## config.mk

```make
export PLATFORM = sky130hd
export DESIGN_NAME = key_press_duration_classifier_unit
export DESIGN_NICKNAME = d
export VERILOG_FILES = /design/src/rtl/core/kpdc_pkg.sv /design/src/rtl/core/kpdc_cfg.sv /design/src/rtl/core/kpdc_key.sv /design/src/rtl/core/key_press_duration_classifier_unit.sv
export VERILOG_INCLUDE_DIRS = /design/src /design/src/rtl/core
export SDC_FILE = /design/constraint.sdc
export NUM_CORES = 1
export LEC_CHECK = 0
export BUFFER_PORTS_ARGS = -buffer_cell sky130_fd_sc_hd__buf_2
export CELL_PAD_IN_SITES_DETAIL_PLACEMENT = 0
export CELL_PAD_IN_SITES_GLOBAL_PLACEMENT = 2
export CORE_MARGIN = 1.5
export CORE_UTILIZATION = 41
export DETAILED_ROUTE_END_ITERATION = 16
export PLACE_DENSITY_LB_ADDON = 0.1
export SYNTH_ARGS = -nofsm -noshare
export SYNTH_HDL_FRONTEND = slang
export SYNTH_SLANG_ARGS = --single-unit
export TNS_END_PERCENT = 5
```

## constraint.sdc

```tcl
create_clock -name clk -period 6.6 [get_ports clk]
set_clock_uncertainty 0.05 [all_clocks]
set_input_delay 0 -clock clk [delete_from_list [all_inputs] [get_ports clk]]
set_output_delay 0 -clock clk [all_outputs]
set_load 0.03 [all_outputs]
```

## src/rtl/core/assert_macros.svh

```systemverilog
// Assertion helper macros for the key press classifier.
// Included by the modules that carry concurrent checks; no other dependencies.
`ifndef ASSERT_MACROS_SVH
`define ASSERT_MACROS_SVH

// same-cycle implication, disabled during reset
`define KPDC_ASSERT_IMP(lbl, clk, rst, a, c) \
  lbl: assert property (@(posedge clk) disable iff (rst) (a) |-> (c)) \
    else $error("same-cycle implication failed");

// next-cycle implication, disabled during reset
`define KPDC_ASSERT_NXT(lbl, clk, rst, a, c) \
  lbl: assert property (@(posedge clk) disable iff (rst) (a) |=> (c)) \
    else $error("next-cycle implication failed");

`endif

```

## src/rtl/core/kpdc_pkg.sv

```systemverilog
// Shared types and constants of the key press classifier.
// No dependencies; imported by every module of the block.
package kpdc_pkg;

  localparam int NUM_KEYS   = 3;
  localparam int COUNT_BITS = 16;
  localparam int CFG_BITS   = 16;
  localparam int IDX_BITS   = 2;

  // action codes
  localparam logic ACT_TICK  = 1'b0;
  localparam logic ACT_CLEAR = 1'b1;

  // clear type bits
  localparam int CLR_SHORT = 0;
  localparam int CLR_LONG  = 1;

  // register indexes
  localparam logic [IDX_BITS-1:0] REG_SHORT_LOW  = 2'd0;
  localparam logic [IDX_BITS-1:0] REG_SHORT_HIGH = 2'd1;
  localparam logic [IDX_BITS-1:0] REG_LONG_LOW   = 2'd2;
  localparam logic [IDX_BITS-1:0] REG_LONG_HIGH  = 2'd3;

  localparam logic [COUNT_BITS-1:0] COUNT_MAX = '1;

  typedef logic [COUNT_BITS-1:0] count_t;

  typedef struct packed {
    count_t short_low;
    count_t short_high;
    count_t long_low;
    count_t long_high;
  } window_cfg_t;

  typedef struct packed {
    logic       upd;
    logic       action;
    logic [1:0] clear_types;
  } key_ctrl_t;

endpackage

```

## src/rtl/core/kpdc_cfg.sv

```systemverilog
// Window bound registers of the key press classifier.
// Depends on kpdc_pkg.
module kpdc_cfg (
  input  logic                          clk,
  input  logic                          rst,
  input  logic                          cfg_valid,
  output logic                          cfg_ready,
  input  logic [kpdc_pkg::IDX_BITS-1:0] cfg_index,
  input  logic [kpdc_pkg::CFG_BITS-1:0] cfg_data,
  output kpdc_pkg::window_cfg_t         win
);
  import kpdc_pkg::*;

  window_cfg_t win_q;

  assign cfg_ready = 1'b1;
  assign win       = win_q;

  always_ff @(posedge clk) begin
    if (rst) begin
      win_q.short_low  <= COUNT_BITS'(2);
      win_q.short_high <= COUNT_BITS'(500);
      win_q.long_low   <= COUNT_BITS'(1000);
      win_q.long_high  <= COUNT_BITS'(1100);
    end else if (cfg_valid && cfg_ready) begin
      unique case (cfg_index)
        REG_SHORT_LOW:  win_q.short_low  <= cfg_data;
        REG_SHORT_HIGH: win_q.short_high <= cfg_data;
        REG_LONG_LOW:   win_q.long_low   <= cfg_data;
        REG_LONG_HIGH:  win_q.long_high  <= cfg_data;
        default: ;
      endcase
    end
  end

endmodule

```

## src/rtl/core/kpdc_key.sv

```systemverilog
// Per-key press state: level history, two saturating counters, sticky flags.
// Depends on kpdc_pkg and assert_macros.svh.
module kpdc_key (
  input  logic                  clk,
  input  logic                  rst,
  input  kpdc_pkg::key_ctrl_t   ctrl,
  input  logic                  level,
  input  logic                  clr_sel,
  input  kpdc_pkg::window_cfg_t win,
  output logic                  short_flag,
  output logic                  long_flag
);
  import kpdc_pkg::*;
  `include "assert_macros.svh"

  logic   last_level, last_level_next;
  logic   sflag, sflag_next;
  logic   lflag, lflag_next;
  count_t short_count, short_count_next;
  count_t long_count, long_count_next;
  count_t short_inc, long_inc;

  assign short_inc = (short_count == COUNT_MAX) ? short_count : short_count + 1'b1;
  assign long_inc  = (long_count == COUNT_MAX) ? long_count : long_count + 1'b1;

  always_comb begin
    last_level_next  = last_level;
    sflag_next       = sflag;
    lflag_next       = lflag;
    short_count_next = short_count;
    long_count_next  = long_count;
    if (ctrl.action == ACT_TICK) begin
      unique case ({last_level, level})
        2'b01: begin
          // release: short window is tested on the count reached while held
          if (win.short_low < short_count && short_count < win.short_high && !lflag)
            sflag_next = 1'b1;
          short_count_next = '0;
        end
        2'b10: short_count_next = '0;
        2'b00: begin
          short_count_next = short_inc;
          long_count_next  = long_inc;
          if (win.long_low < long_inc && long_inc < win.long_high && !sflag) begin
            lflag_next      = 1'b1;
            long_count_next = '0;
          end
        end
        default: begin
          short_count_next = '0;
          long_count_next  = '0;
        end
      endcase
      last_level_next = level;
    end else if (clr_sel) begin
      if (ctrl.clear_types[CLR_SHORT]) begin
        sflag_next       = 1'b0;
        short_count_next = '0;
        last_level_next  = 1'b1;
      end
      if (ctrl.clear_types[CLR_LONG]) begin
        lflag_next      = 1'b0;
        long_count_next = '0;
      end
    end
  end

  always_ff @(posedge clk) begin
    if (rst) begin
      last_level  <= 1'b1;
      sflag       <= 1'b0;
      lflag       <= 1'b0;
      short_count <= '0;
      long_count  <= '0;
    end else if (ctrl.upd) begin
      last_level  <= last_level_next;
      sflag       <= sflag_next;
      lflag       <= lflag_next;
      short_count <= short_count_next;
      long_count  <= long_count_next;
    end
  end

  assign short_flag = sflag;
  assign long_flag  = lflag;

  `KPDC_ASSERT_NXT(a_hold_when_idle, clk, rst, !ctrl.upd,
                   $stable(sflag) && $stable(lflag) && $stable(long_count))
  `KPDC_ASSERT_IMP(a_short_excl_long, clk, rst, $rose(sflag), !lflag)
  `KPDC_ASSERT_IMP(a_long_excl_short, clk, rst, $rose(lflag), !sflag)
  `KPDC_ASSERT_IMP(a_long_restart, clk, rst, $rose(lflag), long_count == '0)

endmodule

```

## src/rtl/core/key_press_duration_classifier_unit.sv

```systemverilog
// Top level of the key press classifier: input register, key lanes, result valid.
// Depends on kpdc_pkg, kpdc_cfg, kpdc_key and assert_macros.svh.
//
//  channel  | direction | handshake            | payload
//  ---------+-----------+----------------------+----------------------------------
//  in       | request   | in_valid / in_stall  | action, pin_levels, clear_keys,
//           |           |                      | clear_types
//  out      | result    | out_valid / out_stall| short_flags, long_flags
//  cfg      | write     | cfg_valid / cfg_ready| cfg_index, cfg_data
//
// A request is taken into the input register; when it advances, all key lanes
// update at once and the flags appear with out_valid: one request per cycle
// sustained unless an output stall holds it. The flags are the lane flag registers themselves.
// Synchronous reset returns the window bounds to their defaults and all keys to
// released with cleared counts and flags. An output stall holds the result and
// backs up into in_stall once the input register is also full.
module key_press_duration_classifier_unit (
  input  logic                          clk,
  input  logic                          rst,
  input  logic                          in_valid,
  output logic                          in_stall,
  input  logic                          action,
  input  logic [kpdc_pkg::NUM_KEYS-1:0] pin_levels,
  input  logic [kpdc_pkg::NUM_KEYS-1:0] clear_keys,
  input  logic [1:0]                    clear_types,
  output logic                          out_valid,
  input  logic                          out_stall,
  output logic [kpdc_pkg::NUM_KEYS-1:0] short_flags,
  output logic [kpdc_pkg::NUM_KEYS-1:0] long_flags,
  input  logic                          cfg_valid,
  output logic                          cfg_ready,
  input  logic [kpdc_pkg::IDX_BITS-1:0] cfg_index,
  input  logic [kpdc_pkg::CFG_BITS-1:0] cfg_data
);
  import kpdc_pkg::*;
  `include "assert_macros.svh"

  logic                s1_valid;
  logic                s1_action;
  logic [NUM_KEYS-1:0] s1_levels;
  logic [NUM_KEYS-1:0] s1_keys;
  logic [1:0]          s1_types;
  logic                s1_adv;
  logic                out_valid_q;
  window_cfg_t         win;
  key_ctrl_t           ctrl;

  assign s1_adv   = s1_valid && (!out_valid_q || !out_stall);
  assign in_stall = s1_valid && !s1_adv;

  always_ff @(posedge clk) begin
    if (rst) begin
      s1_valid    <= 1'b0;
      out_valid_q <= 1'b0;
    end else begin
      if (in_valid && !in_stall)
        s1_valid <= 1'b1;
      else if (s1_adv)
        s1_valid <= 1'b0;
      if (s1_adv)
        out_valid_q <= 1'b1;
      else if (!out_stall)
        out_valid_q <= 1'b0;
    end
  end

  always_ff @(posedge clk) begin
    if (in_valid && !in_stall) begin
      s1_action <= action;
      s1_levels <= pin_levels;
      s1_keys   <= clear_keys;
      s1_types  <= clear_types;
    end
  end

  assign ctrl.upd         = s1_adv;
  assign ctrl.action      = s1_action;
  assign ctrl.clear_types = s1_types;

  kpdc_cfg u_cfg (
    .clk       (clk),
    .rst       (rst),
    .cfg_valid (cfg_valid),
    .cfg_ready (cfg_ready),
    .cfg_index (cfg_index),
    .cfg_data  (cfg_data),
    .win       (win)
  );

  for (genvar k = 0; k < NUM_KEYS; k++) begin : g_key
    kpdc_key u_key (
      .clk        (clk),
      .rst        (rst),
      .ctrl       (ctrl),
      .level      (s1_levels[k]),
      .clr_sel    (s1_keys[k]),
      .win        (win),
      .short_flag (short_flags[k]),
      .long_flag  (long_flags[k])
    );
  end

  assign out_valid = out_valid_q;

  `KPDC_ASSERT_IMP(a_stall_needs_item, clk, rst, in_stall, s1_valid && out_valid_q)
  `KPDC_ASSERT_NXT(a_adv_gives_result, clk, rst, s1_adv, out_valid_q)
  `KPDC_ASSERT_NXT(a_flags_hold_stalled, clk, rst, out_valid_q && out_stall,
                   $stable(short_flags) && $stable(long_flags))

endmodule

```

Word level (Yosys, flattened, before mapping) --
Cells that the tools add are included.
Operators by class: $add $sub $neg 6, $mul 0, div/mod/pow operators 0, magnitude comparators 12, equality and inequality tests 27, shifts and indexed selects 0, multiplexer cells 66, bitwise operators 0, reduce and logical (&&, ||, !) cells 65
Operators by type and width (count):
- 16-bit two-way mux | 26
- 16-bit less-than comparator | 12
- 16-bit by 1-bit adder with 16-bit output, second input constant | 6
- 16-bit equality test, second input constant | 6
- 16-bit one-hot mux with 2 select lines | 3
- 1-bit two-way mux | 37
- 5-bit AND reduction | 6
- 2-bit nonzero test | 13
- 4-bit AND reduction | 6
- 2-bit by 1-bit != test with 1-bit output, second input constant | 9
- 1-bit logical AND | 15
- 2-bit equality test, second input constant | 5
- 1-bit zero test | 10
- 3-bit != test, second input constant | 3
- 3-bit AND reduction | 3
- 2-bit by 1-bit equality test with 1-bit output, second input constant | 4
- 2-bit zero test | 4
- 2-bit AND reduction | 4
- 2-bit OR reduction | 3
- 1-bit logical OR | 1
Word-level totals: flip-flop bits (word level) 180, latch bits 0, memory bits (writable) 0, ROM bits 0, output and inout port bits 9, logic and storage cells 201, memories 0

Logic depth before layout (Yosys ltp) --
Gate-level depths: netlist (run 1).
depth after elaboration 8, mapped depth 17

Hierarchy --
Synthesis (run 1) repeated with hierarchy kept, for this count alone.
Second synthesis, totals: cells, all modules 1582, area, all modules 13342.8 µm²
By module, submodules not included:
- kpdc_key (g_key[0].u_key ...) | times used 2, cells each 437, area an instance 3455.8 µm², sequential area each 700.7 µm²
- kpdc_key (g_key[1].u_key) | times used 1, cells each 442, area an instance 3475.8 µm², sequential area each 700.7 µm²
- kpdc_cfg | times used 1, cells each 247, area an instance 2598.7 µm², sequential area each 1281.2 µm²
- key_press_duration_classifier_unit | times used 1, cells each 19, area an instance 356.6 µm², sequential area each 310.3 µm²

Worst setup path after synthesis (run 1) --
OpenSTA, ideal clock, no wires.
kind register to register, start reg g_key[0].u_key.long_count[3], end reg g_key[0].u_key.long_count[11], setup time 0.076 ns, data arrival time 3.669 ns, data required time 6.474 ns, setup slack 2.805 ns, stages on the path, launching flop included 17, buffers on the path 2, clock period less this slack 3.795 ns, path through dfxtp_1 nand4_1 or3_1 nor2_1 and4_1 clkbuf_1 xor2_1 inv_1 ha_1 nand4_1 nor4_2 nor3b_1 mux2i_2 buf_2 nor3b_1 a21oi_1 a31oi_1
Between the ends: word-level cells in the longest chain between the ends 8, elaborated cells on any way between the ends 10, classes of those cells add/sub: 1; order compare: 2; eq/ne: 1; mux: 4; reduce/logical: 2
RTL lines:
- start, declared | RTL line kpdc_key.sv:20 | count_t long_count, long_count_next;
- start signal, assigned | RTL line kpdc_key.sv:80 | long_count <= long_count_next;
- 16-bit by 1-bit adder with 16-bit output / 16-bit equality test (equally long branches) | RTL line kpdc_key.sv:24 | assign long_inc = (long_count == COUNT_MAX) ? long_count : long_count + 1'b1;
- 16-bit two-way mux * | RTL line kpdc_key.sv:24
- 16-bit less-than comparator | RTL line kpdc_key.sv:44 | if (win.long_low < long_inc && long_inc < win.long_high && !sflag) begin
- 1-bit logical AND (2 in a row) | RTL line kpdc_key.sv:44
- 16-bit two-way mux * | RTL line kpdc_key.sv:44
- 16-bit one-hot mux with 2 select lines * | RTL line kpdc_key.sv:33 | unique case ({last_level, level})
- 16-bit two-way mux * | RTL line kpdc_key.sv:32 | if (ctrl.action == ACT_TICK) begin
Mark *: on every way between the ends. The rest lies on a longest branch, timed or not. A chain may end at the register's enable or synchronous reset.

Worst setup path after layout (run 1) --
start reg g_key[0].u_key.long_count[5], end reg g_key[0].u_key.long_count[2]
The elaborated chain is that of the path after synthesis.

==> flow_summary.json, run 1 <==
{
  "worst_hold_slack_ns": 0.109,
  "rr_startpoint": "g_key[0].u_key.long_count[5]",
  "synth.avg_cell_area_sq_um": 7.89,
  "initial_utilization": 0.417,
  "drc": 0,
  "hp-start": "cfg_valid",
  "cts_tree": "yes",
  "cts_buffers": 17,
  "crit_arrival_ns": 5.17,
  "dr.pass1.iters": 5,
  "grtUsageTotal": 0.263,
  "syn_to_final_growth_pct": 10.9,
  "grt_max_degree": 60,
  "die_h_um": 179,
  "dpl.hpwl_um": 30600,
  "period_share": 0.738,
  "rows": 64,
  "finalSetupViolCount": 0,
  "synth.distinct_cells": 76,
  "timing.fmax_mhz": 205,
  "ir_worst_vdd_v": 0.000183,
  "max_slew_margin": 0.184,
  "hold_buffers": 33,
  "synth_edf_count": 9,
  "wirelength_um": 41400,
  "root_buffer": "clkbuf_16",
  "synth_warnings": 0,
  "synth_seq_cells": 180,
  "cts_resized": 0,
  "mostFrequentLayoutCell": "nand2_1",
  "slew_viol_final": 0,
  "critical_path_class": "register to register",
  "dieArea_sq_um": 32200,
  "fp.dieW_um": 179,
  "max-cap-violations": 0,
  "mostFrequentLayoutCells": "nand2_1, ha_1, dfxtp_1",
  "drtAntennaViolNets": 0,
  "grt_pass1_vias": 10600,
  "num_vias": 11500,
  "synth_seq_area_share": 0.290,
  "clkSinkCount": 180,
  "status": "finished, final reports clean",
  "worstMarginPinSlew_ns": 1.22,
  "hold_violations": 0,
  "p_leak_nw": 6.01,
  "powerDensity_nw_per_um2": 172,
  "clock_latency_ns": 0.46,
  "syn_nets": 1840,
  "synth_cells": 1616,
  "cts_setup_buffers": 0,
  "wl_per_cell_um": 20.1,
  "coreArea_sq_um": 30600,
  "drive_above_1_share": 0.0618,
  "h-tree-depth": 4,
  "port_buffers": 39,
  "async_reset_ff_frac": 0,
  "netlist_area_sq_um": 12800,
  "crit_fanout": 19,
  "gp_congestion": 0.848,
  "crit_required_ns": 6.90,
  "cp-end-kind": "register",
  "drtIter0Drc": 660,
  "rsz0062_at_grt": "false",
  "path_clk_slew_ns": 0.09,
  "antenna_found_initial": 0,
  "clockBufferDepth": 2,
  "grt_overflow_total": 0,
  "synth_ff_type": "dfxtp_1",
  "ios": 41,
  "setup-tns-final_ns": 0,
  "grt_pass1_wl_um": 62700,
  "hp-class": "primary input to register",
  "vias_per_cell": 5.56,
  "startpoint": "g_key[0].u_key.long_count[5]",
  "nNetsFinal": 1879,
  "period_minus_slack_ns": 4.87,
  "cp-start-kind": "register"
}
state kept, by name, summed over array words and instances (netlist names):
| register | cells |
|---|---|
| s1_valid | 1 |
| s1_levels | 3 |
| g_key.u_key.long_count | 48 |
| g_key.u_key.short_flag | 3 |
| g_key.u_key.long_flag | 3 |
| g_key.u_key.short_count | 48 |
| s1_keys | 3 |
| g_key.u_key.last_level | 3 |
| s1_action | 1 |
| u_cfg.win | 64 |
| s1_types | 2 |
| out_valid | 1 |
power by group:
group          internal [mW]  leakage [nW]  switching, mW
clock                  0.519         0.279          0.511
sequential              1.11          1.47         0.0321
combinational         0.0921          4.26          0.164
total                   1.73          6.01          0.707
critical path, stage by stage, from the launching register on:
cell and delay (ns):
dfxtp_1 0.42, nand4_1 0.20, or3_1 0.43, nor2_1 0.36
and4_1 0.35, xor2_1 0.29, inv_1 0.08, ha_1 0.32
nand4_1 0.17, nor4_2 0.50, nor3b_1 0.15, mux2i_2 0.78
a31oi_2 0.36, o32ai_1 0.31
logic make-up (layout without fill, tap and decap cells):
kind of cell / Yosys count / in the layout / synth area share
adders and majority gates: 192 / 192 / 0.188
AOI/OAI and AO/OA: 329 / 329 / 0.161
DFF: 180 / 180 / 0.290
muxes: 8 / 8 / 0.00677
buffers and inverters: 199 / 250 / 0.0614
other: 1 / 2 / 0.000294
and+or+nand+nor: 637 / 637 / 0.245
xor gates and xnor gates: 70 / 70 / 0.0481
area by class of cell:
class | count | area, sq um
antenna | 1 | 2.50
clock buffer | 19 | 454
clock inverter | 12 | 106
timing repair buffer | 79 | 578
sequential | 180 | 3690
tap | 396 | 495
fill | 3161 | 16400
multi-input combinational | 1237 | 8280
inverter | 140 | 526
cells in the mapped netlist (13+ instances only):
| library cell | n | area, sq um |
|---|---|---|
| and3_1 | 13 | 81.3 |
| nor2_1 | 131 | 492 |
| or3_1 | 16 | 100 |
| dfxtp_1 | 171 | 3420 |
| nor4_1 | 15 | 93.8 |
| nand3_1 | 56 | 280 |
| xnor2_1 | 56 | 490 |
| nand2_1 | 224 | 841 |
| a21o_1 | 36 | 270 |
| ha_1 | 192 | 2400 |
| a31oi_1 | 14 | 87.6 |
| xor2_1 | 14 | 123 |
| clkbuf_1 | 44 | 165 |
| o21ai_0 | 68 | 340 |
| nand2b_1 | 24 | 150 |
| a21oi_1 | 125 | 626 |
| nor3_1 | 39 | 195 |
| inv_1 | 139 | 522 |
| nand4_1 | 52 | 325 |
final timing paths:
check,end,slack [ns],cells past startpoint
worst min-delay path,u_cfg.win[31],0.11,6
worst min register to register,u_cfg.win[45],0.41,2
worst max register to register,g_key[0].u_key.long_count[2],1.73,13
worst max-delay path,g_key[0].u_key.long_count[2],1.73,13
through the flow:
step                 util  setup slack (ns)  power, mW  cells  cell area (sq um)
detailed placement  0.433              1.85       1.41   1999              13200
CTS                 0.462              1.79       2.45   2063              14100
finish              0.462              1.73       2.43   2064              14100
floorplan               -              2.81       1.31   1616              12800
global placement    0.433              1.95       1.41   1999              13200
global route        0.462              1.34       2.53   2063              14100
layer usage:
metal  vias up  routed length [um]  GRT usage
met5         -                   0          0
met4         0                 563     0.0554
met3        25                1950     0.0424
met2       232               17700      0.402
met1      5423               21100      0.386
li1       5795                   -          -
(Power assumes the default switching activity.)
==> run 2: changes to the inputs <==
Settings changed: CORE_UTILIZATION 41 to 38.
Clock period 6.6 ns to 4.9 ns, I/O delays scaled along.
==> flow_summary.json, run 2 (same netlist as run 1, synthesis figures left out) <==
{
  "status": "finished, final reports clean",
  "p_leak_nw": 6.05,
  "antenna_found_initial": 0,
  "drtAntennaViolNets": 0,
  "hp-start": "cfg_valid",
  "period_share": 0.871,
  "die_h_um": 186,
  "drtIter0Drc": 631,
  "grt_max_degree": 60,
  "vias_per_cell": 5.43,
  "fp.dieW_um": 186,
  "mostFrequentLayoutCells": "nand2_1, ha_1, dfxtp_1",
  "cp_top_family": "simple AND/OR/NAND/NOR gates",
  "powerDensity_nw_per_um2": 233,
  "finalPower_mw": 3.33,
  "n_antenna_cell": 0,
  "cp.depth": 15,
  "finalSetupViolCount": 0,
  "rows": 66,
  "drive_above_1_share": 0.0640,
  "crit_fanout": 19,
  "max-cap-violations": 0,
  "root_buffer": "clkbuf_16",
  "cts_buffers": 17,
  "hp-class": "primary input to register",
  "cts_tree": "yes",
  "gp_congestion": 0.838,
  "grt_overflow_total": 0,
  "cp_common_cell": "ha_1",
  "wirelength_um": 41700,
  "hold_violations": 0,
  "max_slew_margin": 0.199,
  "rr_startpoint": "g_key[0].u_key.long_count[0]",
  "h-tree-depth": 4,
  "grt_pass1_wl_um": 63200,
  "syn_to_final_growth_pct": 11.9,
  "cp-start-kind": "register",
  "worstMarginPinSlew_ns": 1.20,
  "slew_viol_final": 0,
  "worstReg2RegEnd": "g_key[0].u_key.long_count[4]",
  "timing.fmax_mhz": 234,
  "mostFrequentLayoutCell": "nand2_1",
  "grtUsageTotal": 0.249,
  "cp-end-kind": "register",
  "reg2reg_depth": 15,
  "clock_latency_ns": 0.46,
  "dr.pass1.iters": 5,
  "dieArea_sq_um": 34700,
  "crit_required_ns": 5.22,
  "period_minus_slack_ns": 4.27,
  "clkSinkCount": 180,
  "crit_arrival_ns": 4.59,
  "fillers": 3327,
  "path_clk_slew_ns": 0.08,
  "critical_path_class": "register to register",
  "rsz0062_at_grt": "false",
  "ir_worst_vdd_v": 0.000260,
  "max_stage_delay_ns": 0.50,
  "crit_slowest_cell": "nor4_2",
  "ios": 41,
  "setup-tns-final_ns": 0,
  "grt_pass1_vias": 10600,
  "largest_register_ffs": 64,
  "dpl.hpwl_um": 31300,
  "nNetsFinal": 1886,
  "drc": 0,
  "initial_utilization": 0.389,
  "port_buffers": 39,
  "wl_per_cell_um": 19.7,
  "path_buf_inv": 2,
  "whs_endpoint": "u_cfg.win[53]",
  "hold_depth": 4,
  "coreArea_sq_um": 32800,
  "timing.reg2reg.setup_slack_ns": 0.63,
  "crit_chain": "ha_1 -> nand3_1 -> nor4_4 -> nor2_1 -> and4_1 -> xor2_1 -> inv_1 -> ha_1 -> nand4_1 -> nor4_2 -> nor3b_1 -> mux2i_2 -> buf_4 -> a31oi_2 -> o31ai_1",
  "clockBufferDepth": 2,
  "num_vias": 11500,
  "cts_setup_buffers": 0
}
-- run 2: area by class of cell --
type	count	area, sq um	area share
multi-input combinational	1237	8280	0.580
clock buffer	18	439	0.0308
clock inverter	11	140	0.00982
tap	442	553	0.0388
inverter	140	526	0.0368
timing repair buffer	86	633	0.0444
sequential	180	3690	0.259
-- run 2: repair_timing --
item	in CTS	in global routing
resized for setup	0	0
hold endpoints to repair	84	0
hold buffers	34	0
-- run 2: worst max-delay path by stage --
| stage | startpoint | end |
|---|---|---|
| 5_1_grt | g_key[0].u_key.long_count[0] | g_key[0].u_key.long_count[4] |
| 3_5_place_dp | g_key[0].u_key.long_count[0] | g_key[0].u_key.long_count[6] |
| 3_3_place_gp | g_key[0].u_key.long_count[0] | g_key[0].u_key.long_count[6] |
| 2_1_floorplan | g_key[0].u_key.long_count[3] | g_key[0].u_key.long_count[11] |
| 4_1_cts | g_key[0].u_key.long_count[0] | g_key[0].u_key.long_count[6] |
| 6_report | g_key[0].u_key.long_count[0] | g_key[0].u_key.long_count[4] |
-- run 2: tightest hold or removal path, delay by kind of cell --
kind                   cells  cell delay (ns)
buffers and inverters      1             0.13
AND/OR/NAND/NOR            2             0.38
AO/OA/AOI/OAI              1             0.05
-- run 2: report_power, final --
part           internal (mW)  switching [mW]
Clock                  0.771           0.662
Combinational          0.126           0.221
Sequential              1.50          0.0449
-- run 2: through the flow --
| stage | util | std cells | setup slack [ns] | instance area, sq um | hold WS [ns] |
|---|---|---|---|---|---|
| after floorplan | - | 1616 | 1.11 | 12800 | 0.0489 |
| after global placement | 0.407 | 2051 | 0.735 | 13300 | 0.129 |
| after detailed placement | 0.407 | 2051 | 0.666 | 13300 | 0.128 |
| after CTS | 0.435 | 2114 | 0.614 | 14300 | 0.0841 |
| after global routing | 0.435 | 2114 | 0.186 | 14300 | 0.111 |
| final | 0.435 | 2114 | 0.632 | 14300 | 0.101 |
-- run 2: layer usage --
layer  wire length, um  global-route usage  up-vias
met4               541              0.0565        0
li1                  -                   -     5790
met1             20900               0.361     5424
met5                 0                   0        -
met2             17800               0.374      236
met3              2530              0.0524       30
